`src/hw/rtl/im2col_ag_pkg.sv`:
```
// ----------------------------------------------------------------------------
// im2col_ag_pkg
// Shared types and constants for the im2col address generator: register
// indexes, decoded configuration, the queued tap record and back-end states.
// ----------------------------------------------------------------------------
package im2col_ag_pkg;

    localparam int ADDR_BITS_DEF = 40;
    localparam int CFG_DATA_W    = 32;
    localparam int CFG_INDEX_W   = 3;
    localparam int QUEUE_DEPTH   = 4;
    localparam int CHAN_MAX      = 4096;

    // signed width of iy and ix: 16x8 product plus kernel offset plus sign
    localparam int TAP_W = 26;
    // width of the source address sum before it is cut to the address width
    localparam int SRC_W = 48;

    localparam logic [15:0] KERNEL_RESET = 16'h0303;
    localparam logic [15:0] STRIDE_RESET = 16'h0101;

    typedef enum logic [CFG_INDEX_W-1:0] {
        CFG_KERNEL  = 3'd0,
        CFG_STRIDE  = 3'd1,
        CFG_PAD     = 3'd2,
        CFG_IMAGE   = 3'd3,
        CFG_RESULT  = 3'd4,
        CFG_CHANNEL = 3'd5,
        CFG_LAYOUT  = 3'd6
    } cfg_index_t;

    typedef enum logic {
        LAYOUT_PLANAR = 1'b0,
        LAYOUT_CLAST  = 1'b1
    } layout_t;

    // decoded configuration; counts of zero already raised to one
    typedef struct packed {
        logic [7:0]  kh_n;
        logic [7:0]  kw_n;
        logic [7:0]  sh;
        logic [7:0]  sw;
        logic [7:0]  ph;
        logic [7:0]  pw;
        logic [15:0] ih;
        logic [15:0] iw;
        logic [15:0] oh_n;
        logic [15:0] ow_n;
        logic [12:0] c_n;
        layout_t     layout;
    } cfg_t;

    // one element's loop position as classified by the front end
    typedef struct packed {
        logic [11:0] chan;
        logic [7:0]  krow;
        logic [7:0]  kcol;
        logic [15:0] orow;
        logic [15:0] ocol;
        logic        last;
    } tap_t;

    typedef enum logic [2:0] {
        BK_IDLE,
        BK_TAP,
        BK_BOUND,
        BK_PIX,
        BK_PROD,
        BK_FIN
    } bk_state_t;

endpackage

```
`src/hw/rtl/im2col_ag_queue.sv`:
```
// ----------------------------------------------------------------------------
// im2col_ag_queue
// Short first-in first-out queue between the counter walk and the address
// arithmetic.
// ----------------------------------------------------------------------------
module im2col_ag_queue #(
    parameter int WIDTH = 8
) (
    input  logic             aclk,
    input  logic             aresetn,
    input  logic             push,
    input  logic [WIDTH-1:0] push_data,
    input  logic             pop,
    output logic [WIDTH-1:0] pop_data,
    output logic             full,
    output logic             empty
);
    import im2col_ag_pkg::*;

    localparam int PTR_W = $clog2(QUEUE_DEPTH);
    localparam int CNT_W = $clog2(QUEUE_DEPTH + 1);

    logic [WIDTH-1:0] mem [QUEUE_DEPTH];
    logic [PTR_W-1:0] wr_ptr_reg, rd_ptr_reg;
    logic [CNT_W-1:0] count_reg, count_next;

    assign full     = count_reg == CNT_W'(QUEUE_DEPTH);
    assign empty    = count_reg == '0;
    assign pop_data = mem[rd_ptr_reg];

    always_comb begin
        count_next = count_reg;
        if (push && !pop) begin
            count_next = count_reg + CNT_W'(1);
        end else if (pop && !push) begin
            count_next = count_reg - CNT_W'(1);
        end
    end

    always_ff @(posedge aclk) begin
        if (push) begin
            mem[wr_ptr_reg] <= push_data;
        end
    end

    always_ff @(posedge aclk) begin
        if (!aresetn) begin
            wr_ptr_reg <= '0;
            rd_ptr_reg <= '0;
            count_reg  <= '0;
        end else begin
            if (push) begin
                wr_ptr_reg <= (wr_ptr_reg == PTR_W'(QUEUE_DEPTH - 1)) ? '0
                              : wr_ptr_reg + PTR_W'(1);
            end
            if (pop) begin
                rd_ptr_reg <= (rd_ptr_reg == PTR_W'(QUEUE_DEPTH - 1)) ? '0
                              : rd_ptr_reg + PTR_W'(1);
            end
            count_reg <= count_next;
        end
    end

endmodule

```
`config.mk`:
```
export PLATFORM = sky130hd
export DESIGN_NAME = im2col_ag_queue
export DESIGN_NICKNAME = d
export VERILOG_FILES = /design/src/hw/rtl/im2col_ag_pkg.sv /design/src/hw/rtl/im2col_ag_queue.sv
export SDC_FILE = /design/constraint.sdc
export NUM_CORES = 1
export LEC_CHECK = 0
export ABC_AREA = 1
export BUFFER_PORTS_ARGS = -buffer_cell sky130_fd_sc_hd__buf_2
export CORE_UTILIZATION = 45
export DETAILED_ROUTE_END_ITERATION = 8
export GPL_TIMING_DRIVEN = 0
export PLACE_DENSITY = 0.63
export SETUP_SLACK_MARGIN = 0.4
export SLEW_MARGIN = 20
export SYNTH_ARGS = -nofsm -noshare
export SYNTH_HDL_FRONTEND = slang
export SYNTH_SLANG_ARGS = --single-unit
```
`constraint.sdc`:
```
create_clock -name aclk -period 1.8 [get_ports aclk]
set_clock_uncertainty 0.2 [all_clocks]
set_input_delay 0 -clock aclk [delete_from_list [all_inputs] [get_ports aclk]]
set_output_delay 0 -clock aclk [all_outputs]
set_load 0.01 [all_outputs]
```
==> impl_metrics.ini <==
[final_layout]
finish.utilization = 0.6758
antenna_cells = 0
area_growth_pct = 39.77
drive_gt1_frac = 0.4064
fin_cells = 233
largest_reg_flops = 32
final_nets = 205
n_fill_cell = 250

[yosys]
synth_edf_count = 32
synth_nets = 154
yosysWarnings = 0
yosys.area_share.xor_xnor = 0.005303
muxShareOfSynthArea = 0
synth_ff_type = edfxtp_1
syn_area_um2 = 1652
async_flop_share = 0
ys_top_cells_by_count = edfxtp_1, nor2_1, inv_1, o21ai_0, dfxtp_1
synth_seq_cells = 41
synth-simple-area-share = 0.09470
avgSynthCellArea_um2 = 12.23
synth_top_family_by_area = compound AO/OA/AOI/OAI gates
synth_top_area_share = 0.5818
synth_compound_area_frac = 0.1015
synth.largest_area_cell = edfxtp_1
synth.most_common_cell = edfxtp_1
ys_seq_area_frac = 0.6909
synth.distinct_cells = 19
synthAdderAreaFrac = 0.05758
synth.area.top_cells = edfxtp_1, dfxtp_1, nor2_1
synthCells = 135

[route]
viasPerCell = 4.957
vias = 1155
wire_per_inst_um = 14.27
drtIter0Drc = 53
final_antenna_net_count = 0
drc = 0
wirelength_um = 3326
dr.pass1.iters = 4

[setup_path]
critPathLaunchType = flop
critPathMaxStageDelay_ps = 400
worstPathArrival_ps = 1310
worstPathMaxFanout = 8
critPathSlowestCell = dfxtp_4
reg2reg_depth = 4
path_cells = inv_8 > clkbuf_16 > nor2_2 > o22ai_1 > buf_2
required_ps = 1600
criticalPathCategory = flop to output port
endpoint_kind = output port

[sta]
finalCritPeriodShare = 0.8412
relSlewSlack = 0.8441
finalSetupTns_ps = 0
setup-violations-final = 0
period_minus_slack_ps = 1514
finalHoldViolations = 0
slew_violations = 0
worst_pin_slew_ps = 233.4
rsz0062_at_grt = true
max_freq_ghz = 0.6605
whs_ps = 45.54

[pwr]
ir_drop_mv = 0.5855
p_leak_nw = 0.8976
power_density_nw_per_um2 = 953.1
total_power_w = 0.002200

[floorplanning]
die_h_um = 62.58
die_x_um = 62.58
coreArea_um2 = 3416
die-area_um2 = 3916
initial_core_util = 0.4835
rows = 21
ioPinCount = 22

[placement]
portBuffers = 21
gp_congestion = 0.7360
place_inst = 202
dp_hpwl_um = 1974

[hold_path]
worstHoldPathType = input port to flop
whs_path_depth = 6

[clocking]
path_clk_slew_ps = 110
cts_buffers = 5
clk_latency_ps = 350
cts_tree = done
htreeDepth = 2
cts_root_buffer = clkbuf_4
cts_max_path_buffers = 2
clkSinkCount = 41

[job]
maxCapViolCount = 0

[grt]
grt-ovfl-total = 0
first_global_vias = 1235
grt_start_max_net_pins = 14
grt_use_total = 0.1815
grt_pass1_wl_um = 5333
grt_antenna_before_repair = 0

[run_status]
status = finished, final reports clean
==> timing repair <==
| action | CTS | global route |
|---|---|---|
| gates cloned | 0 | 1 |
| setup buffers | 6 | 1 |
| hold buffers | 15 | 0 |
| pin swaps | 3 | 12 |
| endpoints found under the hold margin | 49 | 0 |
| setup endpoints to repair | 41 | 34 |
| resized for setup | 24 | 31 |
==> worst max-delay path, delay by kind of cell (launching register included) <==
| kind | cells | cell delay (ps) |
|---|---|---|
| compound gates | 1 | 150 |
| simple gates | 1 | 30 |
| flops | 1 | 400 |
| buf+inv | 3 | 380 |
==> final cells by class <==
class | instances | area [µm²] | area share
Sequential cell | 41 | 1164 | 0.5041
Multi-Input combinational cell | 76 | 533.0 | 0.2309
Timing Repair Buffer | 44 | 336.6 | 0.1458
Inverter | 16 | 85.08 | 0.03686
Clock inverter | 3 | 65.06 | 0.02818
Tap cell | 46 | 57.56 | 0.02493
Clock buffer | 5 | 37.54 | 0.01626
Buffer | 2 | 30.03 | 0.01301
==> cells by family (layout without fill, tap and decap cells) <==
family          Yosys count  in the layout
flops                    41             41
simple gates             38             38
compound gates           30             30
buf+inv                  18             70
fa+ha+maj                 7              7
xor+xnor                  1              1
==> routing by layer <==
metal | wire (µm) | GRT usage
met1 | 1353 | 0.2015
met2 | 1796 | 0.3220
met3 | 115 | 0.03650
met4 | 59 | 0.1017
met5 | 0 | 0
==> stage by stage <==
step / area [µm²] / worst slack, ps
finish: 2308 / 285.9
global placement: 1814 / 338.6
detailed placement: 1814 / 304.4
global route: 2308 / 221.4
CTS: 2167 / 229.4
floorplan: 1652 / 451.7
==> cell usage in the layout, fill, tap and decap left out, types with 4 or more instances in the layout <==
cell type | netlist | routed
nor2_2 | 2 | 5
edfxtp_1 | 32 | 32
clkbuf_4 | 0 | 5
dlygate4sd3_1 | 0 | 15
buf_4 | 0 | 6
o22ai_1 | 8 | 6
o21ai_1 | 2 | 6
buf_2 | 0 | 21
nor2_1 | 22 | 19
o21ai_0 | 15 | 11
clkinvlp_4 | 0 | 4
inv_1 | 15 | 7
dfxtp_4 | 0 | 6
==> power by group <==
part	leakage (nW)	internal (W)	switching, W
Combinational	0.470	0.000173	0.000189
Sequential	0.372	0.00107	0.0000349
Clock	0.0552	0.000430	0.000299
Total	0.898	0.00168	0.000523
==> worst paths after layout <==
| check | from | to | slack (ps) |
|---|---|---|---|
| max | flop | pop_data[4] | 290 |
| min reg2reg | rd_ptr_reg[0] | flop | 370 |
| max reg2reg | wr_ptr_reg[0] | mem[0][3] | 420 |
| min | pop | count_reg[1] | 50 |
No activity file was read; power rests on OpenSTA's default activity.
