==> src/hw/rtl/im2col_ag_pkg.sv <==
// ----------------------------------------------------------------------------
// im2col_ag_pkg
// Shared types and constants for the im2col address generator: register
// indexes, decoded configuration, the queued tap record and back-end states.
// ----------------------------------------------------------------------------
package im2col_ag_pkg;

    localparam int ADDR_BITS_DEF = 40;
    localparam int CFG_DATA_W    = 32;
    localparam int CFG_INDEX_W   = 3;
    localparam int QUEUE_DEPTH   = 4;
    localparam int CHAN_MAX      = 4096;

    // signed width of iy and ix: 16x8 product plus kernel offset plus sign
    localparam int TAP_W = 26;
    // width of the source address sum before it is cut to the address width
    localparam int SRC_W = 48;

    localparam logic [15:0] KERNEL_RESET = 16'h0303;
    localparam logic [15:0] STRIDE_RESET = 16'h0101;

    typedef enum logic [CFG_INDEX_W-1:0] {
        CFG_KERNEL  = 3'd0,
        CFG_STRIDE  = 3'd1,
        CFG_PAD     = 3'd2,
        CFG_IMAGE   = 3'd3,
        CFG_RESULT  = 3'd4,
        CFG_CHANNEL = 3'd5,
        CFG_LAYOUT  = 3'd6
    } cfg_index_t;

    typedef enum logic {
        LAYOUT_PLANAR = 1'b0,
        LAYOUT_CLAST  = 1'b1
    } layout_t;

    // decoded configuration; counts of zero already raised to one
    typedef struct packed {
        logic [7:0]  kh_n;
        logic [7:0]  kw_n;
        logic [7:0]  sh;
        logic [7:0]  sw;
        logic [7:0]  ph;
        logic [7:0]  pw;
        logic [15:0] ih;
        logic [15:0] iw;
        logic [15:0] oh_n;
        logic [15:0] ow_n;
        logic [12:0] c_n;
        layout_t     layout;
    } cfg_t;

    // one element's loop position as classified by the front end
    typedef struct packed {
        logic [11:0] chan;
        logic [7:0]  krow;
        logic [7:0]  kcol;
        logic [15:0] orow;
        logic [15:0] ocol;
        logic        last;
    } tap_t;

    typedef enum logic [2:0] {
        BK_IDLE,
        BK_TAP,
        BK_BOUND,
        BK_PIX,
        BK_PROD,
        BK_FIN
    } bk_state_t;

endpackage

==> src/hw/rtl/im2col_ag_back.sv <==
// ----------------------------------------------------------------------------
// im2col_ag_back
// Takes one queued element at a time, works out the image coordinates, the
// padding flag and the source address over a short multiply sequence, and
// holds the result in the output register.
// ----------------------------------------------------------------------------
module im2col_ag_back #(
    parameter int ADDR_BITS = im2col_ag_pkg::ADDR_BITS_DEF
) (
    input  logic                  aclk,
    input  logic                  aresetn,
    input  im2col_ag_pkg::cfg_t   cfg,
    input  logic                  q_empty,
    output logic                  q_pop,
    input  im2col_ag_pkg::tap_t   q_tap,
    input  logic [ADDR_BITS-1:0]  q_pos,
    output logic                  m_valid,
    input  logic                  m_ready,
    output logic [ADDR_BITS-1:0]  m_src_addr,
    output logic [ADDR_BITS-1:0]  m_dst_index,
    output logic                  m_pad_zero,
    output logic                  m_last_element
);
    import im2col_ag_pkg::*;

    localparam int SUM_W = (ADDR_BITS > SRC_W) ? ADDR_BITS : SRC_W;

    bk_state_t state_reg, state_next;
    logic      out_load;

    tap_t                 tap_reg;
    logic [ADDR_BITS-1:0] pos_reg;
    logic [23:0]          prod_y_reg, prod_x_reg;
    logic [TAP_W-1:0]     iy_reg, ix_reg;
    logic                 pad_reg;
    logic [31:0]          hw_reg, iyw_reg;
    logic [15:0]          ix_lo_reg;
    logic [32:0]          pix_reg;
    logic [43:0]          cw_reg;
    logic [45:0]          prod2_reg;
    logic [SRC_W-1:0]     src_sum;
    logic [SUM_W-1:0]     src_wide;
    logic                 iy_neg, ix_neg;

    logic                 m_valid_reg;
    logic [ADDR_BITS-1:0] m_src_reg, m_dst_reg;
    logic                 m_pad_reg, m_last_reg;

    always_comb begin
        state_next = state_reg;
        unique case (state_reg)
            BK_IDLE:  if (!q_empty) state_next = BK_TAP;
            BK_TAP:   state_next = BK_BOUND;
            BK_BOUND: state_next = BK_PIX;
            BK_PIX:   state_next = BK_PROD;
            BK_PROD:  state_next = BK_FIN;
            BK_FIN:   if (!m_valid_reg || m_ready) state_next = BK_IDLE;
        endcase
    end

    always_comb begin
        q_pop    = (state_reg == BK_IDLE) && !q_empty;
        out_load = (state_reg == BK_FIN) && (!m_valid_reg || m_ready);
    end

    always_ff @(posedge aclk) begin
        if (!aresetn) begin
            state_reg   <= BK_IDLE;
            m_valid_reg <= 1'b0;
        end else begin
            state_reg <= state_next;
            if (out_load) begin
                m_valid_reg <= 1'b1;
            end else if (m_ready) begin
                m_valid_reg <= 1'b0;
            end
        end
    end

    // top bit of the tap coordinate is its sign
    assign iy_neg = iy_reg[TAP_W-1];
    assign ix_neg = ix_reg[TAP_W-1];

    always_comb begin
        if (cfg.layout == LAYOUT_CLAST) begin
            src_sum = SRC_W'(prod2_reg) + SRC_W'(tap_reg.chan);
        end else begin
            src_sum = SRC_W'(cw_reg) + SRC_W'(pix_reg);
        end
        src_wide = SUM_W'(src_sum);
    end

    always_ff @(posedge aclk) begin
        if (q_pop) begin
            tap_reg    <= q_tap;
            pos_reg    <= q_pos;
            prod_y_reg <= 24'(q_tap.orow) * 24'(cfg.sh);
            prod_x_reg <= 24'(q_tap.ocol) * 24'(cfg.sw);
        end
        if (state_reg == BK_TAP) begin
            iy_reg <= TAP_W'(prod_y_reg) - TAP_W'(cfg.ph) + TAP_W'(tap_reg.krow);
            ix_reg <= TAP_W'(prod_x_reg) - TAP_W'(cfg.pw) + TAP_W'(tap_reg.kcol);
        end
        if (state_reg == BK_BOUND) begin
            pad_reg   <= iy_neg || ix_neg || (iy_reg >= TAP_W'(cfg.ih))
                         || (ix_reg >= TAP_W'(cfg.iw));
            hw_reg    <= 32'(cfg.ih) * 32'(cfg.iw);
            iyw_reg   <= 32'(iy_reg[15:0]) * 32'(cfg.iw);
            ix_lo_reg <= ix_reg[15:0];
        end
        if (state_reg == BK_PIX) begin
            pix_reg <= 33'(iyw_reg) + 33'(ix_lo_reg);
            cw_reg  <= 44'(tap_reg.chan) * 44'(hw_reg);
        end
        if (state_reg == BK_PROD) begin
            prod2_reg <= 46'(pix_reg) * 46'(cfg.c_n);
        end
        if (out_load) begin
            m_src_reg  <= pad_reg ? '0 : src_wide[ADDR_BITS-1:0];
            m_dst_reg  <= pos_reg;
            m_pad_reg  <= pad_reg;
            m_last_reg <= tap_reg.last;
        end
    end

    assign m_valid        = m_valid_reg;
    assign m_src_addr     = m_src_reg;
    assign m_dst_index    = m_dst_reg;
    assign m_pad_zero     = m_pad_reg;
    assign m_last_element = m_last_reg;

endmodule

==> config.mk <==
export PLATFORM = sky130hd
export DESIGN_NAME = im2col_ag_back
export DESIGN_NICKNAME = d
export VERILOG_FILES = /design/src/hw/rtl/im2col_ag_pkg.sv /design/src/hw/rtl/im2col_ag_back.sv
export SDC_FILE = /design/constraint.sdc
export NUM_CORES = 2
export LEC_CHECK = 0
export BUFFER_PORTS_ARGS = -buffer_cell sky130_fd_sc_hd__buf_2
export CAP_MARGIN = 20
export CORE_MARGIN = 8
export CORE_UTILIZATION = 40
export CTS_BUF_LIST = sky130_fd_sc_hd__clkbuf_4
export DETAILED_ROUTE_END_ITERATION = 10
export HOLD_SLACK_MARGIN = 0.08
export PLACE_DENSITY_LB_ADDON = 0.08
export SYNTH_ARGS = -nofsm -noshare
export SYNTH_HDL_FRONTEND = slang
export SYNTH_SLANG_ARGS = --single-unit
==> constraint.sdc <==
create_clock -name aclk -period 12.41 [get_ports aclk]
set_input_delay 0.6205 -clock aclk [delete_from_list [all_inputs] [get_ports aclk]]
set_output_delay 0.6205 -clock aclk [all_outputs]
set_load 0.01 [all_outputs]
==> impl_metrics.json <==
{
  "fin_hold_ws_ns": 0.2806,
  "layout_commonest_cell": "inv_1",
  "worstSkewPairLatency_ns": 1.12,
  "area_delta_synth_final_pct": 9.901,
  "top_layer_used": "met5",
  "yosys_warnings": 0,
  "drtAntennaViolNets": 0,
  "worstSetupPathType": "reg -> reg",
  "rows": 153,
  "crit_cells": 20,
  "r2r.worst_path.cells": 20,
  "fin_worst_skew_ns": 0.1091,
  "routedWlPerCell_um": 19.08,
  "post-route-min-period_ns": 7.337,
  "layout.nets": 9602,
  "multi_input_area_mm2": 0.04974,
  "wl_um": 192200,
  "antenna_found_initial": 21,
  "totalNegativeSetupSlack_ns": 0,
  "grt_overflow": 0,
  "cp-startpoint": "iy_reg[12]",
  "ff2ff_setup_slack_ns": 5.07,
  "synth_area_per_cell_um2": 9.511,
  "mostFrequentLayoutCells": "1406 x inv_1, 1186 x fa_1, 1095 x nand2_1",
  "drt-initial-drc-count": 2399,
  "tritoncts": "built",
  "worstSetupEndpointType": "flop",
  "cts_buffer_depth": 3,
  "initial_utilization_pct": 40.12,
  "synth_cell_types": 91,
  "hp-class": "in -> reg",
  "crit_top_cell": "fa_1",
  "ys_async_sr_fraction_pct": 0,
  "io_pins": 315,
  "cp_num_buf_inv": 3,
  "grt_pass1_vias": 54260,
  "cp_max_fo": 17,
  "cpLargestDelayFamily": "adder cells",
  "cts_htree_levels": 4,
  "syn_area_mm2": 0.06951,
  "outcome": "finished, final reports clean",
  "grt_setup_unrepaired": "no",
  "synth_seq_area_share_pct": 19.34,
  "relSlewSlack_pct": 30.14,
  "max_freq_mhz": 136.3,
  "regArea_mm2": 0.01344,
  "crit_arrival_ns": 8.11,
  "met2_wirelength_um": 95870,
  "via_per_inst": 5.012,
  "num_vias": 50490,
  "cts.clk_slew.worst_paths_ns": 0.06,
  "syn-num-nets": 9279,
  "regToRegStartpoint": "iy_reg[12]",
  "portBuffers": 266,
  "r2r-end": "iyw_reg[31]",
  "tightest_slew_ns": 1.042,
  "crit_slowest_cell": "edfxtp_1",
  "grtUsageTotal_pct": 20.72,
  "synth-edff-count": 445,
  "met3_wirelength_um": 7894,
  "cap_violations": 0,
  "required_ns": 13.19,
  "slowest_delay_ns": 0.89,
  "ys_seq_elements": 449,
  "grt_max_degree": 68,
  "cts_sinks": 449,
  "core_area_mm2": 0.1732,
  "cts_buffers": 139,
  "gp_congestion": 0.8582,
  "synthCells": 7308,
  "cts_root_buf": "clkbuf_4",
  "start_kind": "flop",
  "grt_pass1_wl_um": 305000,
  "first_pass_iters": 5,
  "finalSetupViolCount": 0,
  "cp_cell_sequence": "nand2_1 > fa_1 > fa_1 > fa_1 > inv_1 > fa_1 > fa_1 > inv_1 > fa_1 > inv_1 > ha_1 > a22oi_1 > nand3_1 > a211oi_1 > o21ai_1 > o311a_1 > o41ai_1 > o2111ai_1 > a21oi_1 > xnor2_1",
  "die_h_um": 432.9,
  "hold_viol": 0,
  "drive_gt1_share_pct": 7.430,
  "place_hpwl_um": 150300,
  "dieWidth_um": 432.9,
  "drc": 0,
  "die_area_mm2": 0.1874,
  "synth_ff_type": "edfxtp_1",
  "slew_viol_final": 0,
  "drt-met1-wl_um": 83540,
  "fin_crit_sh_pct": 59.12,
  "fillers": 17200,
  "cts_setup_buffers": 0,
  "crit_end": "iyw_reg[31]"
}
worst min-delay path, cell delays in order:
cell,delay (ns)
buf_2,0.10
buf_4,0.23
and2_1,0.22
cell usage after synthesis (46+ instances only):
cell | number | area share, %
and2_1 | 535 | 4.8
o21a_1 | 57 | 0.62
a211oi_1 | 46 | 0.50
fa_1 | 1186 | 34
inv_1 | 1406 | 7.6
nand3_1 | 67 | 0.48
ha_1 | 554 | 10
o21ai_0 | 116 | 0.84
edfxtp_1 | 445 | 19
xor2_1 | 80 | 1.0
nor2_1 | 314 | 1.7
clkbuf_1 | 267 | 1.4
nor2b_1 | 50 | 0.45
a21o_1 | 74 | 0.80
a21oi_1 | 207 | 1.5
nand2_1 | 1095 | 5.9
nor3_1 | 70 | 0.50
xnor2_1 | 238 | 3.0
stage by stage:
step / setup slack (ns) / cell area [µm²] / utilization [%] / std cells
after floorplan: 4.716 / 69510 / - / 7308
after global placement: 4.604 / 73040 / 42.16 / 9661
after detailed placement: 4.633 / 73040 / 42.16 / 9661
after CTS: 4.962 / 76360 / 44.07 / 10060
after global routing: 4.714 / 76370 / 44.08 / 10070
final: 5.073 / 76390 / 44.09 / 10070
metal layers:
layer / vias to the layer above / global-route usage, %
met5: - / 0
met4: 14 / 5.544
met3: 274 / 3.034
met2: 965 / 36.83
met1: 25620 / 26.37
li1: 23610 / -
final cells by class:
class / count / area share (%)
sequential: 449 / 17.60
tap: 2325 / 3.808
inverter: 1414 / 6.948
clock inverter: 57 / 0.4521
antenna: 10 / 0.03276
multi-input combinational: 5166 / 65.12
timing repair buffer: 461 / 4.157
clock buffer: 192 / 1.887
what timing repair did:
action                                 in CTS  in global routing
gates resized for setup                     0                  0
endpoints found under the hold margin     108                  0
hold buffers                              153                  0
how the worst min path moves through the flow:
stage | start | endpoint | cells past startpoint
after floorplan | pos_reg[0] | m_dst_index[0] | 0
after global placement | pos_reg[13] | m_dst_index[13] | 0
after detailed placement | pos_reg[27] | m_dst_index[27] | 0
after CTS | cfg[46] | hw_reg[0] | 3
after global routing | q_tap[40] | tap_reg[40] | 2
final | cfg[46] | hw_reg[0] | 3
cell families after synthesis:
group                      synth area share [%]
xor gates and xnor gates                  4.007
AOI/OAI and AO/OA                         7.339
and+or+nand+nor                           15.78
adders and majority gates                 44.13
DFF                                       19.34
buffers and inverters                     9.161
muxes                                    0.2358
Power is not shown: default switching activity piles up to over one toggle a cycle in this logic, so the estimate is an artifact.
