--- src/hw/rtl/im2col_ag_pkg.sv ---
// ----------------------------------------------------------------------------
// im2col_ag_pkg
// Shared types and constants for the im2col address generator: register
// indexes, decoded configuration, the queued tap record and back-end states.
// ----------------------------------------------------------------------------
package im2col_ag_pkg;

    localparam int ADDR_BITS_DEF = 40;
    localparam int CFG_DATA_W    = 32;
    localparam int CFG_INDEX_W   = 3;
    localparam int QUEUE_DEPTH   = 4;
    localparam int CHAN_MAX      = 4096;

    // signed width of iy and ix: 16x8 product plus kernel offset plus sign
    localparam int TAP_W = 26;
    // width of the source address sum before it is cut to the address width
    localparam int SRC_W = 48;

    localparam logic [15:0] KERNEL_RESET = 16'h0303;
    localparam logic [15:0] STRIDE_RESET = 16'h0101;

    typedef enum logic [CFG_INDEX_W-1:0] {
        CFG_KERNEL  = 3'd0,
        CFG_STRIDE  = 3'd1,
        CFG_PAD     = 3'd2,
        CFG_IMAGE   = 3'd3,
        CFG_RESULT  = 3'd4,
        CFG_CHANNEL = 3'd5,
        CFG_LAYOUT  = 3'd6
    } cfg_index_t;

    typedef enum logic {
        LAYOUT_PLANAR = 1'b0,
        LAYOUT_CLAST  = 1'b1
    } layout_t;

    // decoded configuration; counts of zero already raised to one
    typedef struct packed {
        logic [7:0]  kh_n;
        logic [7:0]  kw_n;
        logic [7:0]  sh;
        logic [7:0]  sw;
        logic [7:0]  ph;
        logic [7:0]  pw;
        logic [15:0] ih;
        logic [15:0] iw;
        logic [15:0] oh_n;
        logic [15:0] ow_n;
        logic [12:0] c_n;
        layout_t     layout;
    } cfg_t;

    // one element's loop position as classified by the front end
    typedef struct packed {
        logic [11:0] chan;
        logic [7:0]  krow;
        logic [7:0]  kcol;
        logic [15:0] orow;
        logic [15:0] ocol;
        logic        last;
    } tap_t;

    typedef enum logic [2:0] {
        BK_IDLE,
        BK_TAP,
        BK_BOUND,
        BK_PIX,
        BK_PROD,
        BK_FIN
    } bk_state_t;

endpackage

--- src/hw/rtl/im2col_ag_front.sv ---
// ----------------------------------------------------------------------------
// im2col_ag_front
// Accepts requests, walks the loop counters in the selected layout order and
// pushes each element's position and running index into the queue.
// ----------------------------------------------------------------------------
module im2col_ag_front #(
    parameter int ADDR_BITS = im2col_ag_pkg::ADDR_BITS_DEF
) (
    input  logic                  aclk,
    input  logic                  aresetn,
    input  im2col_ag_pkg::cfg_t   cfg,
    input  logic                  s_valid,
    output logic                  s_ready,
    input  logic                  s_restart,
    input  logic                  q_full,
    output logic                  q_push,
    output im2col_ag_pkg::tap_t   q_tap,
    output logic [ADDR_BITS-1:0]  q_pos
);
    import im2col_ag_pkg::*;

    logic [11:0]          chan_reg, chan_next;
    logic [7:0]           krow_reg, krow_next;
    logic [7:0]           kcol_reg, kcol_next;
    logic [15:0]          orow_reg, orow_next;
    logic [15:0]          ocol_reg, ocol_next;
    logic [ADDR_BITS-1:0] pos_reg, pos_next;

    logic [11:0]          chan_cur;
    logic [7:0]           krow_cur, kcol_cur;
    logic [15:0]          orow_cur, ocol_cur;
    logic [ADDR_BITS-1:0] pos_cur;

    logic e_chan, e_krow, e_kcol, e_orow, e_ocol, last;
    logic a_chan, a_krow, a_kcol, a_orow, a_ocol;

    assign s_ready = !q_full;
    assign q_push  = s_valid && s_ready;

    // restart walks from the origin for this very element
    assign chan_cur = s_restart ? '0 : chan_reg;
    assign krow_cur = s_restart ? '0 : krow_reg;
    assign kcol_cur = s_restart ? '0 : kcol_reg;
    assign orow_cur = s_restart ? '0 : orow_reg;
    assign ocol_cur = s_restart ? '0 : ocol_reg;
    assign pos_cur  = s_restart ? '0 : pos_reg;

    // a counter at or past its limit counts as being on its last value
    assign e_chan = ({1'b0, chan_cur} + 13'd1) >= cfg.c_n;
    assign e_krow = ({1'b0, krow_cur} + 9'd1)  >= {1'b0, cfg.kh_n};
    assign e_kcol = ({1'b0, kcol_cur} + 9'd1)  >= {1'b0, cfg.kw_n};
    assign e_orow = ({1'b0, orow_cur} + 17'd1) >= {1'b0, cfg.oh_n};
    assign e_ocol = ({1'b0, ocol_cur} + 17'd1) >= {1'b0, cfg.ow_n};
    assign last   = e_chan && e_krow && e_kcol && e_orow && e_ocol;

    always_comb begin
        unique case (cfg.layout)
            LAYOUT_CLAST: begin
                a_chan = 1'b1;
                a_kcol = e_chan;
                a_krow = e_chan && e_kcol;
                a_ocol = e_chan && e_kcol && e_krow;
                a_orow = e_chan && e_kcol && e_krow && e_ocol;
            end
            default: begin
                a_ocol = 1'b1;
                a_orow = e_ocol;
                a_kcol = e_ocol && e_orow;
                a_krow = e_ocol && e_orow && e_kcol;
                a_chan = e_ocol && e_orow && e_kcol && e_krow;
            end
        endcase
    end

    always_comb begin
        if (last) begin
            chan_next = '0;
            krow_next = '0;
            kcol_next = '0;
            orow_next = '0;
            ocol_next = '0;
            pos_next  = '0;
        end else begin
            chan_next = a_chan ? (e_chan ? '0 : chan_cur + 12'd1) : chan_cur;
            krow_next = a_krow ? (e_krow ? '0 : krow_cur + 8'd1)  : krow_cur;
            kcol_next = a_kcol ? (e_kcol ? '0 : kcol_cur + 8'd1)  : kcol_cur;
            orow_next = a_orow ? (e_orow ? '0 : orow_cur + 16'd1) : orow_cur;
            ocol_next = a_ocol ? (e_ocol ? '0 : ocol_cur + 16'd1) : ocol_cur;
            pos_next  = pos_cur + ADDR_BITS'(1);
        end
    end

    always_ff @(posedge aclk) begin
        if (!aresetn) begin
            chan_reg <= '0;
            krow_reg <= '0;
            kcol_reg <= '0;
            orow_reg <= '0;
            ocol_reg <= '0;
            pos_reg  <= '0;
        end else if (q_push) begin
            chan_reg <= chan_next;
            krow_reg <= krow_next;
            kcol_reg <= kcol_next;
            orow_reg <= orow_next;
            ocol_reg <= ocol_next;
            pos_reg  <= pos_next;
        end
    end

    always_comb begin
        q_tap.chan = chan_cur;
        q_tap.krow = krow_cur;
        q_tap.kcol = kcol_cur;
        q_tap.orow = orow_cur;
        q_tap.ocol = ocol_cur;
        q_tap.last = last;
    end
    assign q_pos = pos_cur;

endmodule

--- config.mk ---
export PLATFORM = sky130hd
export DESIGN_NAME = im2col_ag_front
export DESIGN_NICKNAME = d
export VERILOG_FILES = /design/src/hw/rtl/im2col_ag_pkg.sv /design/src/hw/rtl/im2col_ag_front.sv
export SDC_FILE = /design/constraint.sdc
export NUM_CORES = 1
export LEC_CHECK = 0
export BUFFER_PORTS_ARGS = -buffer_cell sky130_fd_sc_hd__buf_2
export CORE_MARGIN = 3
export CORE_UTILIZATION = 40
export CTS_BUF_LIST = sky130_fd_sc_hd__clkbuf_16
export DETAILED_ROUTE_END_ITERATION = 10
export PLACE_DENSITY = 0.61
export SYNTH_ARGS = -nofsm -noshare
export SYNTH_HDL_FRONTEND = slang
export SYNTH_SLANG_ARGS = --single-unit
export TNS_END_PERCENT = 30
--- constraint.sdc ---
create_clock -name aclk -period 12.15 [get_ports aclk]
set_input_delay 0.6075 -clock aclk [delete_from_list [all_inputs] [get_ports aclk]]
set_output_delay 0.6075 -clock aclk [all_outputs]
set_load 0.02 [all_outputs]
==> flow_summary.json <==
{
  "status": "finished clean",
  "grt_pass1_wl_um": 42200,
  "place_hpwl_um": 18500,
  "hold_class": "register to register",
  "postLayoutCoreUtil": 0.477,
  "fmax_ghz": 0.165,
  "vias_per_cell": 5.54,
  "grt-ovfl-total": 0,
  "clockRootBuffer": "clkbuf_16",
  "largest_reg_flops": 40,
  "hold-path-endpoint": "pos_reg[24]$_SDFFE_PN0P_",
  "regToRegSetupSlack_ps": 6650,
  "netlist_area_um2": 8570,
  "dieArea_um2": 23200,
  "grt_usage": 0.214,
  "post-cts-setup-buffers": 0,
  "initial_utilization": 0.415,
  "relSlewSlack": 0.351,
  "yosys.area_share.adder": 0.0979,
  "synth_top_area_frac": 0.234,
  "clockPowerShare": 0.399,
  "grt_pass1_vias": 8161,
  "path_max_fanout": 40,
  "power_leakage_nw": 4.74,
  "stdcell_count": 1554,
  "switching_share": 0.271,
  "gp_congestion": 0.863,
  "power_switching_w": 0.000181,
  "ys_top_cells_by_area": "dfxtp_1 (23%), ha_1 (9.8%), nor2b_1 (6.4%)",
  "syn_inst": 1148,
  "numPortBuffers": 169,
  "grt_max_degree": 66,
  "critical_path_class": "input port to output pin",
  "cts_tree": "done",
  "muxShareOfSynthArea": 0.0133,
  "seq_power_share": 0.493,
  "cts_sinks": 100,
  "yosysMostFrequentCell": "nand2_1",
  "p_int_w": 0.000488,
  "clock_skew_ps": 7.24,
  "htreeDepth": 3,
  "antenna_cells": 0,
  "dr.pass1.iters": 5,
  "rr_startpoint": "orow_reg[0]$_SDFFE_PN0P_",
  "path_clk_slew_ps": 70,
  "wl_per_cell_um": 16.4,
  "async_reset_ff_frac": 0,
  "antenna_found_initial": 0,
  "hold_buffers": 0,
  "yosys_warnings": 0,
  "r2r-end": "pos_reg[11]$_SDFFE_PN0P_",
  "comb_power_share": 0.108,
  "total_power_w": 0.000669,
  "crit_required_ps": 11540,
  "synth_simple_gate_area_frac": 0.332,
  "cp-start-kind": "input port",
  "crit_path_end_kind": "output pin",
  "fin_setup_tns_ps": 0,
  "worstMarginPinSlew_ps": 971,
  "post_route_cells_drive_above_1_share": 0.178,
  "reg2reg_depth": 18,
  "drt-total-wl_um": 25500,
  "cts_repair_resize_count": 0,
  "drc": 0,
  "fin_ws_ps": 6080,
  "synth.largest_area_cell": "dfxtp_1",
  "synth_top_family_by_area": "simple AND/OR/NAND/NOR gates",
  "max-cap-violations": 0,
  "pin_count": 234,
  "synth_common_cells": "nand2_1 (125), dfxtp_1 (100), nor2b_1 (88), inv_1 (84), nor2_1 (69)",
  "yosysSeqAreaShare": 0.234,
  "placementRows": 52,
  "peakVddDrop_mv": 0.0661,
  "core_um2": 20600,
  "cts_made_buffers": 9,
  "pre_cts_slack_ps": 5980,
  "p_per_area_nw_per_um2": 68.0,
  "clk_path_buf_depth": 2,
  "vias": 8612,
  "area_growth_pct": 14.8,
  "synth_xor_area_frac": 0.0521,
  "synth-edff-count": 0,
  "min-delay-start": "pos_reg[24]$_SDFFE_PN0P_",
  "yosys_register_bits": 100,
  "place_inst": 1538,
  "synth.avg_cell_area_um2": 7.46,
  "postRouteAntennaNets": 0,
  "synth_cell_types": 80,
  "synth_nets": 1346,
  "finalSetupViolations": 0,
  "insertion_delay_ps": 360,
  "synth-main-ff-cell": "dfxtp_1",
  "hold_violations": 0,
  "grt_setup_unrepaired": "no",
  "hold_depth": 2,
  "arrival_ps": 5460,
  "chipHeight_um": 152,
  "drtIter0Drc": 633,
  "post-route-min-period_ps": 6070,
  "fin_crit_sh": 0.500,
  "die_x_um": 152,
  "drv_slew": 0,
  "final_nets": 1477,
  "synth-compound-area-share": 0.202
}
==> worst max path at each step <==
stage                    from                        to  slack [ps]  cells after the start
floorplan           s_restart  ocol_reg[2]$_SDFFE_PN0P_        6650                     24
finish              s_restart                  q_tap[0]        6080                     20
detailed placement  s_restart   pos_reg[3]$_SDFFE_PN0P_        5980                     20
global placement    s_restart   pos_reg[3]$_SDFFE_PN0P_        6050                     20
global route        s_restart                  q_tap[0]        5650                     20
CTS                 s_restart                  q_tap[0]        6120                     20
==> cells in the final DEF, fill, tap and decap left out, drive strengths merged, types with 7 or more instances in the layout <==
master,n
dfxtp,100
or4,7
o31ai,11
and4,10
a31oi,21
xor2,28
clkbuf,9
a22oi,19
nand3,66
and2,10
nor3,21
o21a,9
nand4,33
nor2,69
buf,178
o21ai,72
nand3b,10
a21oi,56
ha,67
nor2b,88
nand2b,7
a22o,18
mux2i,8
and3,27
inv,87
nand2,126
nor4,14
xnor2,23
==> stage by stage <==
stage / hold WS, ps / instance area, um^2
global route: 484 / 9840
floorplan: 427 / 8570
global placement: 435 / 9570
detailed placement: 445 / 9570
CTS: 455 / 9840
finish: 451 / 9840
==> cell type report <==
| cell class | instances | area, um^2 |
|---|---|---|
| clock buffers | 9 | 225 |
| inverters | 85 | 319 |
| clock inverters | 7 | 36.3 |
| flip-flops and latches | 100 | 2000 |
| fillers | 2120 | 10800 |
| well taps | 270 | 338 |
| repair buffers | 178 | 916 |
| multi-input cells | 905 | 6000 |
==> power groups by stage <==
stage          sequential [W]  clock [W]  combinational, W
2_1_floorplan        0.000337          0         0.0000440
3_3_place_gp         0.000337          0         0.0000719
3_5_place_dp         0.000337          0         0.0000728
4_1_cts              0.000329   0.000274         0.0000730
5_1_grt              0.000329   0.000285         0.0000811
6_report             0.000329   0.000267         0.0000724
==> routing by layer <==
layer,global-route usage,share of wire,up-vias
li1,-,-,4377
met1,0.306,0.49,4023
met2,0.340,0.45,194
met3,0.0284,0.043,18
met4,0.0561,0.013,0
met5,0,0,-
==> critical path, cell delays in order <==
cell      delay [ps]
buf_4            230
inv_1            190
nand2_1          110
inv_1            140
ha_1             380
nand3b_4         130
nor4_1           760
and3_1           370
nand3_1          140
xnor2_1          200
nor2_1            60
ha_1             330
nand3_1           80
o41ai_1          500
a221oi_4         160
nand3_2          190
and4_4           410
nand2_4          180
inv_2            110
buf_2            170
==> kinds of logic (layout without fill, tap and decap cells) <==
family                     count (synthesis)  count (layout)
xor gates and xnor gates                  51              51
adders and majority gates                 67              67
AOI/OAI and AO/OA                        264             264
muxes                                     11              11
buffers and inverters                    143             279
DFF                                      100             100
and+or+nand+nor                          512             512
No activity file was read; power rests on OpenSTA's default activity.
